--- src/rtl/lpe_pkg.sv ---
`default_nettype none

package lpe_pkg;

  localparam int unsigned DataWidth  = 32;
  localparam int unsigned CmdWidth   = 2;
  localparam int unsigned IndexWidth = 6;
  localparam int unsigned StatWidth  = 2;
  // wide enough for any length up to the largest capacity and any index
  localparam int unsigned CmpWidth   = 7;

  typedef logic signed [DataWidth-1:0] elem_t;

  localparam logic [CmdWidth-1:0] CmdPushFront = 2'd0;
  localparam logic [CmdWidth-1:0] CmdPushBack  = 2'd1;
  localparam logic [CmdWidth-1:0] CmdDelete    = 2'd2;

  localparam logic [StatWidth-1:0] StatDone  = 2'd0;
  localparam logic [StatWidth-1:0] StatFull  = 2'd1;
  localparam logic [StatWidth-1:0] StatRange = 2'd2;

  typedef enum logic [1:0] {
    CELL_HOLD,
    CELL_FROM_LEFT,
    CELL_FROM_RIGHT,
    CELL_LOAD
  } cell_op_e;

endpackage

`default_nettype wire

--- src/rtl/list_push_ends_delete_at_index.sv ---
`default_nettype none

// Ordered list of up to CAPACITY signed 32-bit values held in a row of cells,
// position 0 at the front. A command is taken and updates the row in place;
// the block then dumps the list front to back, one result per cycle while
// the output is free, by rotating the occupied cells through the front
// cell; an empty list still gives one result. A new command is taken once
// the last result of the previous dump sits in the output register. Push
// onto a full list reports status 1 and a delete at an index not below the
// length reports status 2; in both cases the list is left as it was.
module list_push_ends_delete_at_index import lpe_pkg::*; #(
  parameter int unsigned CAPACITY = 64
) (
  input  wire                   clk_i,
  input  wire                   rst_ni,
  input  wire                   in_valid_i,
  output logic                  in_ready_o,
  input  wire  [CmdWidth-1:0]   command_i,
  input  wire  signed [DataWidth-1:0] value_i,
  input  wire  [IndexWidth-1:0] index_i,
  output logic                  out_valid_o,
  input  wire                   out_ready_i,
  output logic signed [DataWidth-1:0] element_o,
  output logic                  is_last_o,
  output logic                  list_empty_o,
  output logic [StatWidth-1:0]  status_o
);

  localparam int unsigned LenWidth = $clog2(CAPACITY + 1);
  localparam int unsigned CntWidth = $clog2(CAPACITY);

  localparam logic StIdle = 1'b0;
  localparam logic StDump = 1'b1;

  logic                 state_q, state_d;
  logic [LenWidth-1:0]  len_q, len_d;
  logic [CntWidth-1:0]  cnt_q, cnt_d;
  logic [StatWidth-1:0] stat_q, stat_d;

  logic                 out_valid_q, out_valid_d;
  elem_t                element_q, element_d;
  logic                 is_last_q, is_last_d;
  logic                 empty_q, empty_d;
  logic [StatWidth-1:0] ostat_q, ostat_d;

  logic                 accept;
  logic                 dump_step;
  logic                 full;
  logic                 del_ok;
  logic                 last;
  logic [CmpWidth-1:0]  len7;
  logic [CmpWidth-1:0]  idx7;
  elem_t                load_data;

  elem_t    cell_data [CAPACITY];
  cell_op_e cell_op   [CAPACITY];

  assign in_ready_o = (state_q == StIdle);
  assign accept     = in_valid_i && in_ready_o;
  assign dump_step  = (state_q == StDump) && (!out_valid_q || out_ready_i);
  assign len7       = CmpWidth'(len_q);
  assign idx7       = CmpWidth'(index_i);
  assign full       = (len7 >= CmpWidth'(CAPACITY));
  assign del_ok     = (idx7 < len7);
  assign last       = (len7 == '0) || ((CmpWidth'(cnt_q) + CmpWidth'(1)) == len7);
  assign load_data  = dump_step ? cell_data[0] : value_i;

  for (genvar i = 0; i < CAPACITY; i++) begin : g_cell
    elem_t left_nb;
    elem_t right_nb;

    if (i == 0) begin : g_first
      assign left_nb = '0;
    end else begin : g_mid_l
      assign left_nb = cell_data[i-1];
    end
    if (i == CAPACITY - 1) begin : g_last
      assign right_nb = '0;
    end else begin : g_mid_r
      assign right_nb = cell_data[i+1];
    end

    always_comb begin
      cell_op[i] = CELL_HOLD;
      if (dump_step) begin
        // rotate the occupied cells one place towards the front
        if ((CmpWidth'(i) + CmpWidth'(1)) < len7) begin
          cell_op[i] = CELL_FROM_RIGHT;
        end else if ((CmpWidth'(i) + CmpWidth'(1)) == len7) begin
          cell_op[i] = CELL_LOAD;
        end
      end else if (accept) begin
        case (command_i)
          CmdPushFront: begin
            if (!full) begin
              cell_op[i] = (i == 0) ? CELL_LOAD : CELL_FROM_LEFT;
            end
          end
          CmdPushBack: begin
            if (!full && (CmpWidth'(i) == len7)) begin
              cell_op[i] = CELL_LOAD;
            end
          end
          default: begin
            if (del_ok && (CmpWidth'(i) >= idx7) && (i < CAPACITY - 1)) begin
              cell_op[i] = CELL_FROM_RIGHT;
            end
          end
        endcase
      end
    end

    lpe_cell u_cell (
      .clk_i   (clk_i),
      .op_i    (cell_op[i]),
      .left_i  (left_nb),
      .right_i (right_nb),
      .load_i  (load_data),
      .data_o  (cell_data[i])
    );
  end

  always_comb begin
    state_d     = state_q;
    len_d       = len_q;
    cnt_d       = cnt_q;
    stat_d      = stat_q;
    out_valid_d = out_valid_q;
    element_d   = element_q;
    is_last_d   = is_last_q;
    empty_d     = empty_q;
    ostat_d     = ostat_q;

    if (out_valid_q && out_ready_i) begin
      out_valid_d = 1'b0;
    end

    if (accept) begin
      state_d = StDump;
      cnt_d   = '0;
      stat_d  = StatDone;
      case (command_i)
        CmdPushFront, CmdPushBack: begin
          if (full) begin
            stat_d = StatFull;
          end else begin
            len_d = len_q + LenWidth'(1);
          end
        end
        default: begin
          if (del_ok) begin
            len_d = len_q - LenWidth'(1);
          end else begin
            stat_d = StatRange;
          end
        end
      endcase
    end

    if (dump_step) begin
      out_valid_d = 1'b1;
      element_d   = (len7 == '0) ? elem_t'(0) : cell_data[0];
      is_last_d   = last;
      empty_d     = (len7 == '0);
      ostat_d     = stat_q;
      cnt_d       = cnt_q + CntWidth'(1);
      if (last) begin
        state_d = StIdle;
      end
    end
  end

  always_ff @(posedge clk_i or negedge rst_ni) begin
    if (!rst_ni) begin
      state_q     <= StIdle;
      len_q       <= '0;
      cnt_q       <= '0;
      out_valid_q <= 1'b0;
    end else begin
      state_q     <= state_d;
      len_q       <= len_d;
      cnt_q       <= cnt_d;
      out_valid_q <= out_valid_d;
    end
  end

  always_ff @(posedge clk_i) begin
    stat_q    <= stat_d;
    element_q <= element_d;
    is_last_q <= is_last_d;
    empty_q   <= empty_d;
    ostat_q   <= ostat_d;
  end

  assign out_valid_o  = out_valid_q;
  assign element_o    = element_q;
  assign is_last_o    = is_last_q;
  assign list_empty_o = empty_q;
  assign status_o     = ostat_q;

endmodule

`default_nettype wire

--- src/rtl/lpe_cell.sv ---
`default_nettype none

module lpe_cell import lpe_pkg::*; (
  input  wire      clk_i,
  input  cell_op_e op_i,
  input  elem_t    left_i,
  input  elem_t    right_i,
  input  elem_t    load_i,
  output elem_t    data_o
);

  elem_t data_q;
  elem_t data_d;

  always_comb begin
    case (op_i)
      CELL_FROM_LEFT:  data_d = left_i;
      CELL_FROM_RIGHT: data_d = right_i;
      CELL_LOAD:       data_d = load_i;
      default:         data_d = data_q;
    endcase
  end

  always_ff @(posedge clk_i) begin
    data_q <= data_d;
  end

  assign data_o = data_q;

endmodule

`default_nettype wire
--- config.mk ---
export PLATFORM = sky130hd
export DESIGN_NAME = list_push_ends_delete_at_index
export DESIGN_NICKNAME = d
export VERILOG_FILES = /design/src/rtl/lpe_pkg.sv /design/src/rtl/list_push_ends_delete_at_index.sv /design/src/rtl/lpe_cell.sv
export SDC_FILE = /design/constraint.sdc
export NUM_CORES = 2
export LEC_CHECK = 0
export BUFFER_PORTS_ARGS = -buffer_cell sky130_fd_sc_hd__buf_4
export CAP_MARGIN = 20
export CORE_ASPECT_RATIO = 0.8
export CORE_MARGIN = 5
export CORE_UTILIZATION = 55
export CTS_BUF_LIST = sky130_fd_sc_hd__clkbuf_4
export DETAILED_ROUTE_END_ITERATION = 12
export PLACE_DENSITY = 0.71
export SLEW_MARGIN = 20
export SYNTH_ARGS = -nofsm -noshare
export SYNTH_HDL_FRONTEND = slang
export SYNTH_HIERARCHICAL = 1
export SYNTH_SLANG_ARGS = --single-unit
--- constraint.sdc ---
create_clock -name clk_i -period 4.6 [get_ports clk_i]
set_input_delay 0.23 -clock clk_i [delete_from_list [all_inputs] [get_ports clk_i]]
set_output_delay 0.23 -clock clk_i [all_outputs]
set_load 0.02 [all_outputs]
; ---- After elaboration in Yosys (flattened, before gate mapping)
; Cells that the tools add are included.
[word_totals]
register_bits = 2101
latch_bits = 0
ram_bits = 0
mem_bits_ro = 0
in_bits = 44
output_inout_bits = 38
word_cells = 1198
n_memories = 0
[op_classes]
add_sub_neg = 4
n_mul = 0
div = 0
n_lt_le_gt_ge = 129
eq_ne = 259
shift = 0
muxes = 527
n_bitwise = 1
reduce_logical = 205
[op_table]
columns = cell, n
row1 = $pmux W32 S3, 64
row2 = $mux W2, 386
row3 = $eq A2 B2 Y1 const B, 128
row4 = $pmux W2 S2, 64
row5 = $eq A6 B7 Y1 const A, 32
row6 = $lt A6 B7 Y1 const A, 32
row7 = $reduce_bool A3 Y1, 64
row8 = $ge A6 B6 Y1 const A, 31
row9 = $eq A2 B1 Y1 const B, 65
row10 = $logic_and A1 B1 Y1, 130
row11 = $eq A5 B7 Y1 const A, 16
row12 = $lt A5 B7 Y1 const A, 16
row13 = $ge A5 B6 Y1 const A, 16
row14 = $eq A4 B7 Y1 const A, 8
row15 = $lt A4 B7 Y1 const A, 8
row16 = $ge A4 B6 Y1 const A, 8
row17 = $mux W32, 1
row18 = $eq A3 B7 Y1 const A, 4
row19 = $lt A3 B7 Y1 const A, 4
row20 = $ge A3 B6 Y1 const A, 4
row21 = $mux W7, 3
row22 = $eq A2 B7 Y1 const A, 2
row23 = $lt A2 B7 Y1 const A, 2
row24 = $ge A1 B6 Y1 const A, 2
row25 = other kinds (23), 35

; ---- Longest topological paths before layout
[depth]
ltp_word = 9
mapped_depth = 15
mapped_depth_nobuf = 9

; ---- Hierarchy
; Netlist, hierarchy kept.
[modules_own_cells]
columns = module, instances, cells_per_inst, area_each_um2, seq_area_each_um2
row1 = lpe_cell, 64, 140, 1672.9, 960.9
row2 = list_push_ends_delete_at_index, 1, 929, 6188.4, 1516.5

; ---- Worst setup path before layout
; No wires, ideal clock.
[synth_path]
kind = register to register
start = register out_valid_q, in the netlist out_valid_o
end = register g_cell[0].u_cell.data_q[0] (data pin)
setup_time_ps = 148
arrival_time_ps = 3943
t_required_ps = 4452
setup_slack_ps = 509
path_stages_with_launch = 11
path_buffers = 3
synth_period_minus_slack_ps = 4091
path_cell_list = dfrtp_1 > nand2b_1 > nand2_1 > inv_1 > buf_2 > buf_1 > buf_1 > nand2_1 > nand2_1 > mux2i_1 > a21oi_1
[synth_via]
word_cells_on_any_way = 9
classes_between = 3 x eq/ne / 3 x mux / 3 x reduce/logical
[synth_lines]
columns = element, line_no
row1 = start: declaration, list_push_ends_delete_at_index.sv:40  ; logic out_valid_q, out_valid_d;
row2 = start signal: assignment, list_push_ends_delete_at_index.sv:183  ; out_valid_q <= out_valid_d;
row3 = $logic_not A1 Y1, list_push_ends_delete_at_index.sv:60  ; assign dump_step = (state_q == StDump) && (!out_valid_q || out_ready_i);
row4 = $logic_or A1 B1 Y1, list_push_ends_delete_at_index.sv:60
row5 = $logic_and A1 B1 Y1, list_push_ends_delete_at_index.sv:60
row6 = named net dump_step, list_push_ends_delete_at_index.sv:47  ; logic dump_step;
row7 = $mux W32, list_push_ends_delete_at_index.sv:66  ; assign load_data = dump_step ? cell_data[0] : value_i;
row8 = named net load_data[0], list_push_ends_delete_at_index.sv:53  ; elem_t load_data;
row9 = $pmux W32 S3, lpe_cell.sv:16  ; case (op_i)
row10 = named net g_cell[0].u_cell.data_d[0], lpe_cell.sv:13  ; elem_t data_d;
row11 = end signal: assignment, lpe_cell.sv:25  ; data_q <= data_d;
row12 = end: declaration, lpe_cell.sv:12  ; elem_t data_q;
; The timed path passes the listed nets, and every way through them passes these cells.
; A chain may end at the register's enable or synchronous reset.

==> impl_metrics.csv <==
group,metric,value,unit
run_status,outcome,"completed",
timing,hold_viol_final,0,
finish,syn_to_final_growth,7.14,%
worst_setup_path,path_buf_inv,3,
synth,syn-cell-area,113000,µm²
global_routing,overflow,0,
timing,timing.hold.ws,170,ps
floorplan,rows,149,
min_path,hold_class,"primary input to flop",
clock_network,cts_tree,"yes",
place,placed_area,114000,µm²
synth,synth_compound_area_share,10.5,%
worst_setup_path,worstSetupStartpointType,"flop",
synth,ys.flop_type,"edfxtp_1",
drt,drc,0,
synth,async_flop_share,0.714,%
floorplan,die_y,416,µm
finish,fin_nets,10200,
pwr,irDropWorstVdd,0.526,mV
synth,synth-seq-area-share,55.6,%
timing,final_max_slew_viol_count,0,
worst_setup_path,critPathCaptureType,"flop",
global_routing,grt_pass1_vias,78200,
synth,synth-simple-area-share,9.20,%
synth,avgSynthCellArea,11.5,µm²
clock_network,clk_pin_slew,70,ps
clock_network,cts.sinks,2101,
place,dp_hpwl,213000,µm
drt,wl_per_cell,23.6,µm
synth,synthTopCellsByArea,"edfxtp_1 55%, mux2i_1 18%, a21oi_1 9.2%",
floorplan,core_area,205000,µm²
synth,synth_edf_count,2086,
timing,fin_setup_tns,0,ps
worst_setup_path,crit_fanout,33,
worst_setup_path,worst-path-stages,10,
worst_setup_path,arrival,5130,ps
pwr,power,89.3,mW
drt,routed_wl,312000,µm
synth,syn_inst,9889,
job,drv_cap,0,
global_routing,antenna_found_initial,12,
finish,fill_cells,17000,
clock_network,cts_root_buf,"clkbuf_4",
timing,finalClockSkew,69.3,ps
worst_setup_path,cp_slowest_stage_delay,560,ps
synth,yosys.area_share.adder,0.133,%
synth,synth_top_area_cell,"edfxtp_1",
finish,final_common_cell,"nor2_1",
clock_network,cts_max_path_buffers,4,
floorplan,die_w,517,µm
pwr,powerDensity,736,nW/µm²
synth,yosys_warnings,6,
worst_setup_path,required,5560,ps
clock_network,cts_resized,0,
synth,synth-seq-cells,2101,
worst_setup_path,criticalPathCategory,"flop to flop",
synth,synth_xor_area_share,0.108,%
clock_network,cts_buffers,550,
finish,layout_common_cells,"2123 x nor2_1, 2086 x edfxtp_1, 2081 x a21oi_1",
clock_network,htree_num_levels,6,
timing,fin_crit,4180,ps
timing,period_share,90.8,%
timing,finalSetupViolCount,0,
place,io_buffers,81,
drt,num_vias,81000,
timing,tightest_slew,1220,ps
floorplan,start_util,55.1,%
timing,rsz0062_at_grt,"false",
synth,synth_top_family_by_area,"multiplexers",
worst_setup_path,crit_family,"simple AND/OR/NAND/NOR gates",
drt,ant_nets,0,
synth,synth_cell_type_count,76,
global_routing,grt_max_degree,65,
worst_setup_path,rr_worst_depth,10,
worst_setup_path,path_cells,"inv_1 -> ha_1 -> or3_1 -> o31ai_4 -> and2_1 -> nand2b_4 -> o211ai_1 -> buf_4 -> or2_2 -> buf_12",
global_routing,grt_pass1_wl,476000,µm
floorplan,io_pins,82,
place,gp_congestion,1.04,
worst_setup_path,critPathSlowestCell,"buf_4",
finish,final_area,121000,µm²
min_path,min_path_cells,6,
timing,slew_headroom,18.1,%
floorplan,dieArea,215000,µm²
timing,max_freq,0.239,GHz
clock_network,post_cts_buffers,0,
drt,dr.pass1.iters,6,
synth,synth_top_area_share,55.3,%
pwr,leakagePower,38.8,nW
clock_network,clock_latency,1310,ps
synth,yosys-mux-area-fraction,18.1,%
drt,vias_per_cell,6.14,
global_routing,grt_usage,28.0,%
finish,layout-drive-gt1-share,13.3,%
drt,drtIter0Drc,9513,
==> cell usage after synthesis (all sizes together) (28+ instances only) <==
library cell and number:
nor2 2125, edfxtp 2086, a21oi 2082, mux2i 2050
buf 553, clkbuf 232, nand2 216, o21ai 94
nand3 73, or2 70, and2 42, o211ai 28
==> stage by stage <==
| step | cells | util (%) | setup slack (ps) |
|---|---|---|---|
| global route | 13200 | 59.1 | 286 |
| global placement | 12200 | 55.6 | 640 |
| CTS | 13200 | 59.0 | 512 |
| floorplan | 9952 | - | 509 |
| finish | 13200 | 59.1 | 424 |
| detailed placement | 12200 | 55.6 | 572 |
==> final timing paths <==
check	to	startpoint	slack, ps
worst max-delay path	g_cell[39].u_cell/data_o[31]	len7[1]	420
worst min-delay path	g_cell[59].u_cell/data_o[14]	value_i[14]	170
worst max register to register	g_cell[39].u_cell/data_o[31]	len7[1]	420
worst min register to register	status_o[0]	stat_q[0]	430
max in group asynchronous	len7[6]	rst_ni	3950
min in group asynchronous	out_valid_o	rst_ni	470
==> sequential cells by signal (all words and copies together) (netlist names) <==
register	flops
cnt_q	6
element_o	32
g_cell.u_cell/data_o	2048
is_last_o	1
len7	7
list_empty_o	1
out_valid_o	1
stat_q	2
state_q	1
status_o	2
==> tightest hold or removal path, cell delays in order <==
cell and delay [ps]:
dlygate4sd3_1 530, buf_4 100, nand2_1 70, nand2_4 180, mux2i_1 100, a21oi_1 130
==> cell type report <==
class	count	area, µm²	area share, %
multi-input cells	7049	44400	36.6
diodes	10	25.0	0.0206
clock inverters	109	734	0.605
clock buffers	774	5810	4.79
repair buffers	411	3900	3.21
flip-flops and latches	2101	63000	51.9
inverters	17	66.3	0.0547
well taps	2718	3400	2.80
==> kinds of logic after synthesis <==
| family | Yosys count |
|---|---|
| adders and majority gates | 12 |
| AOI/OAI and AO/OA | 2297 |
| and+or+nand+nor | 2612 |
| xor gates and xnor gates | 14 |
| buffers and inverters | 802 |
| other | 1 |
| muxes | 2050 |
| DFF | 2101 |
==> routing by layer <==
metal,up-vias,track usage (%),wire length [µm]
met5,-,0,24
met4,4,8.60,8650
met3,517,5.79,31400
met2,4316,38.5,128000
met1,39300,44.0,143000
li1,36800,-,-
==> report_power, final <==
group          internal, mW  switching [mW]
sequential             34.4            5.06
combinational          10.5            23.3
clock                  8.24            7.77
total                  53.2            36.1
==> timing repair <==
item | in CTS | in global routing
endpoints found under the hold margin | 1128 | 0
endpoints found under the setup margin | 0 | 0
hold buffers | 51 | 0
(Power assumes the default switching activity.)
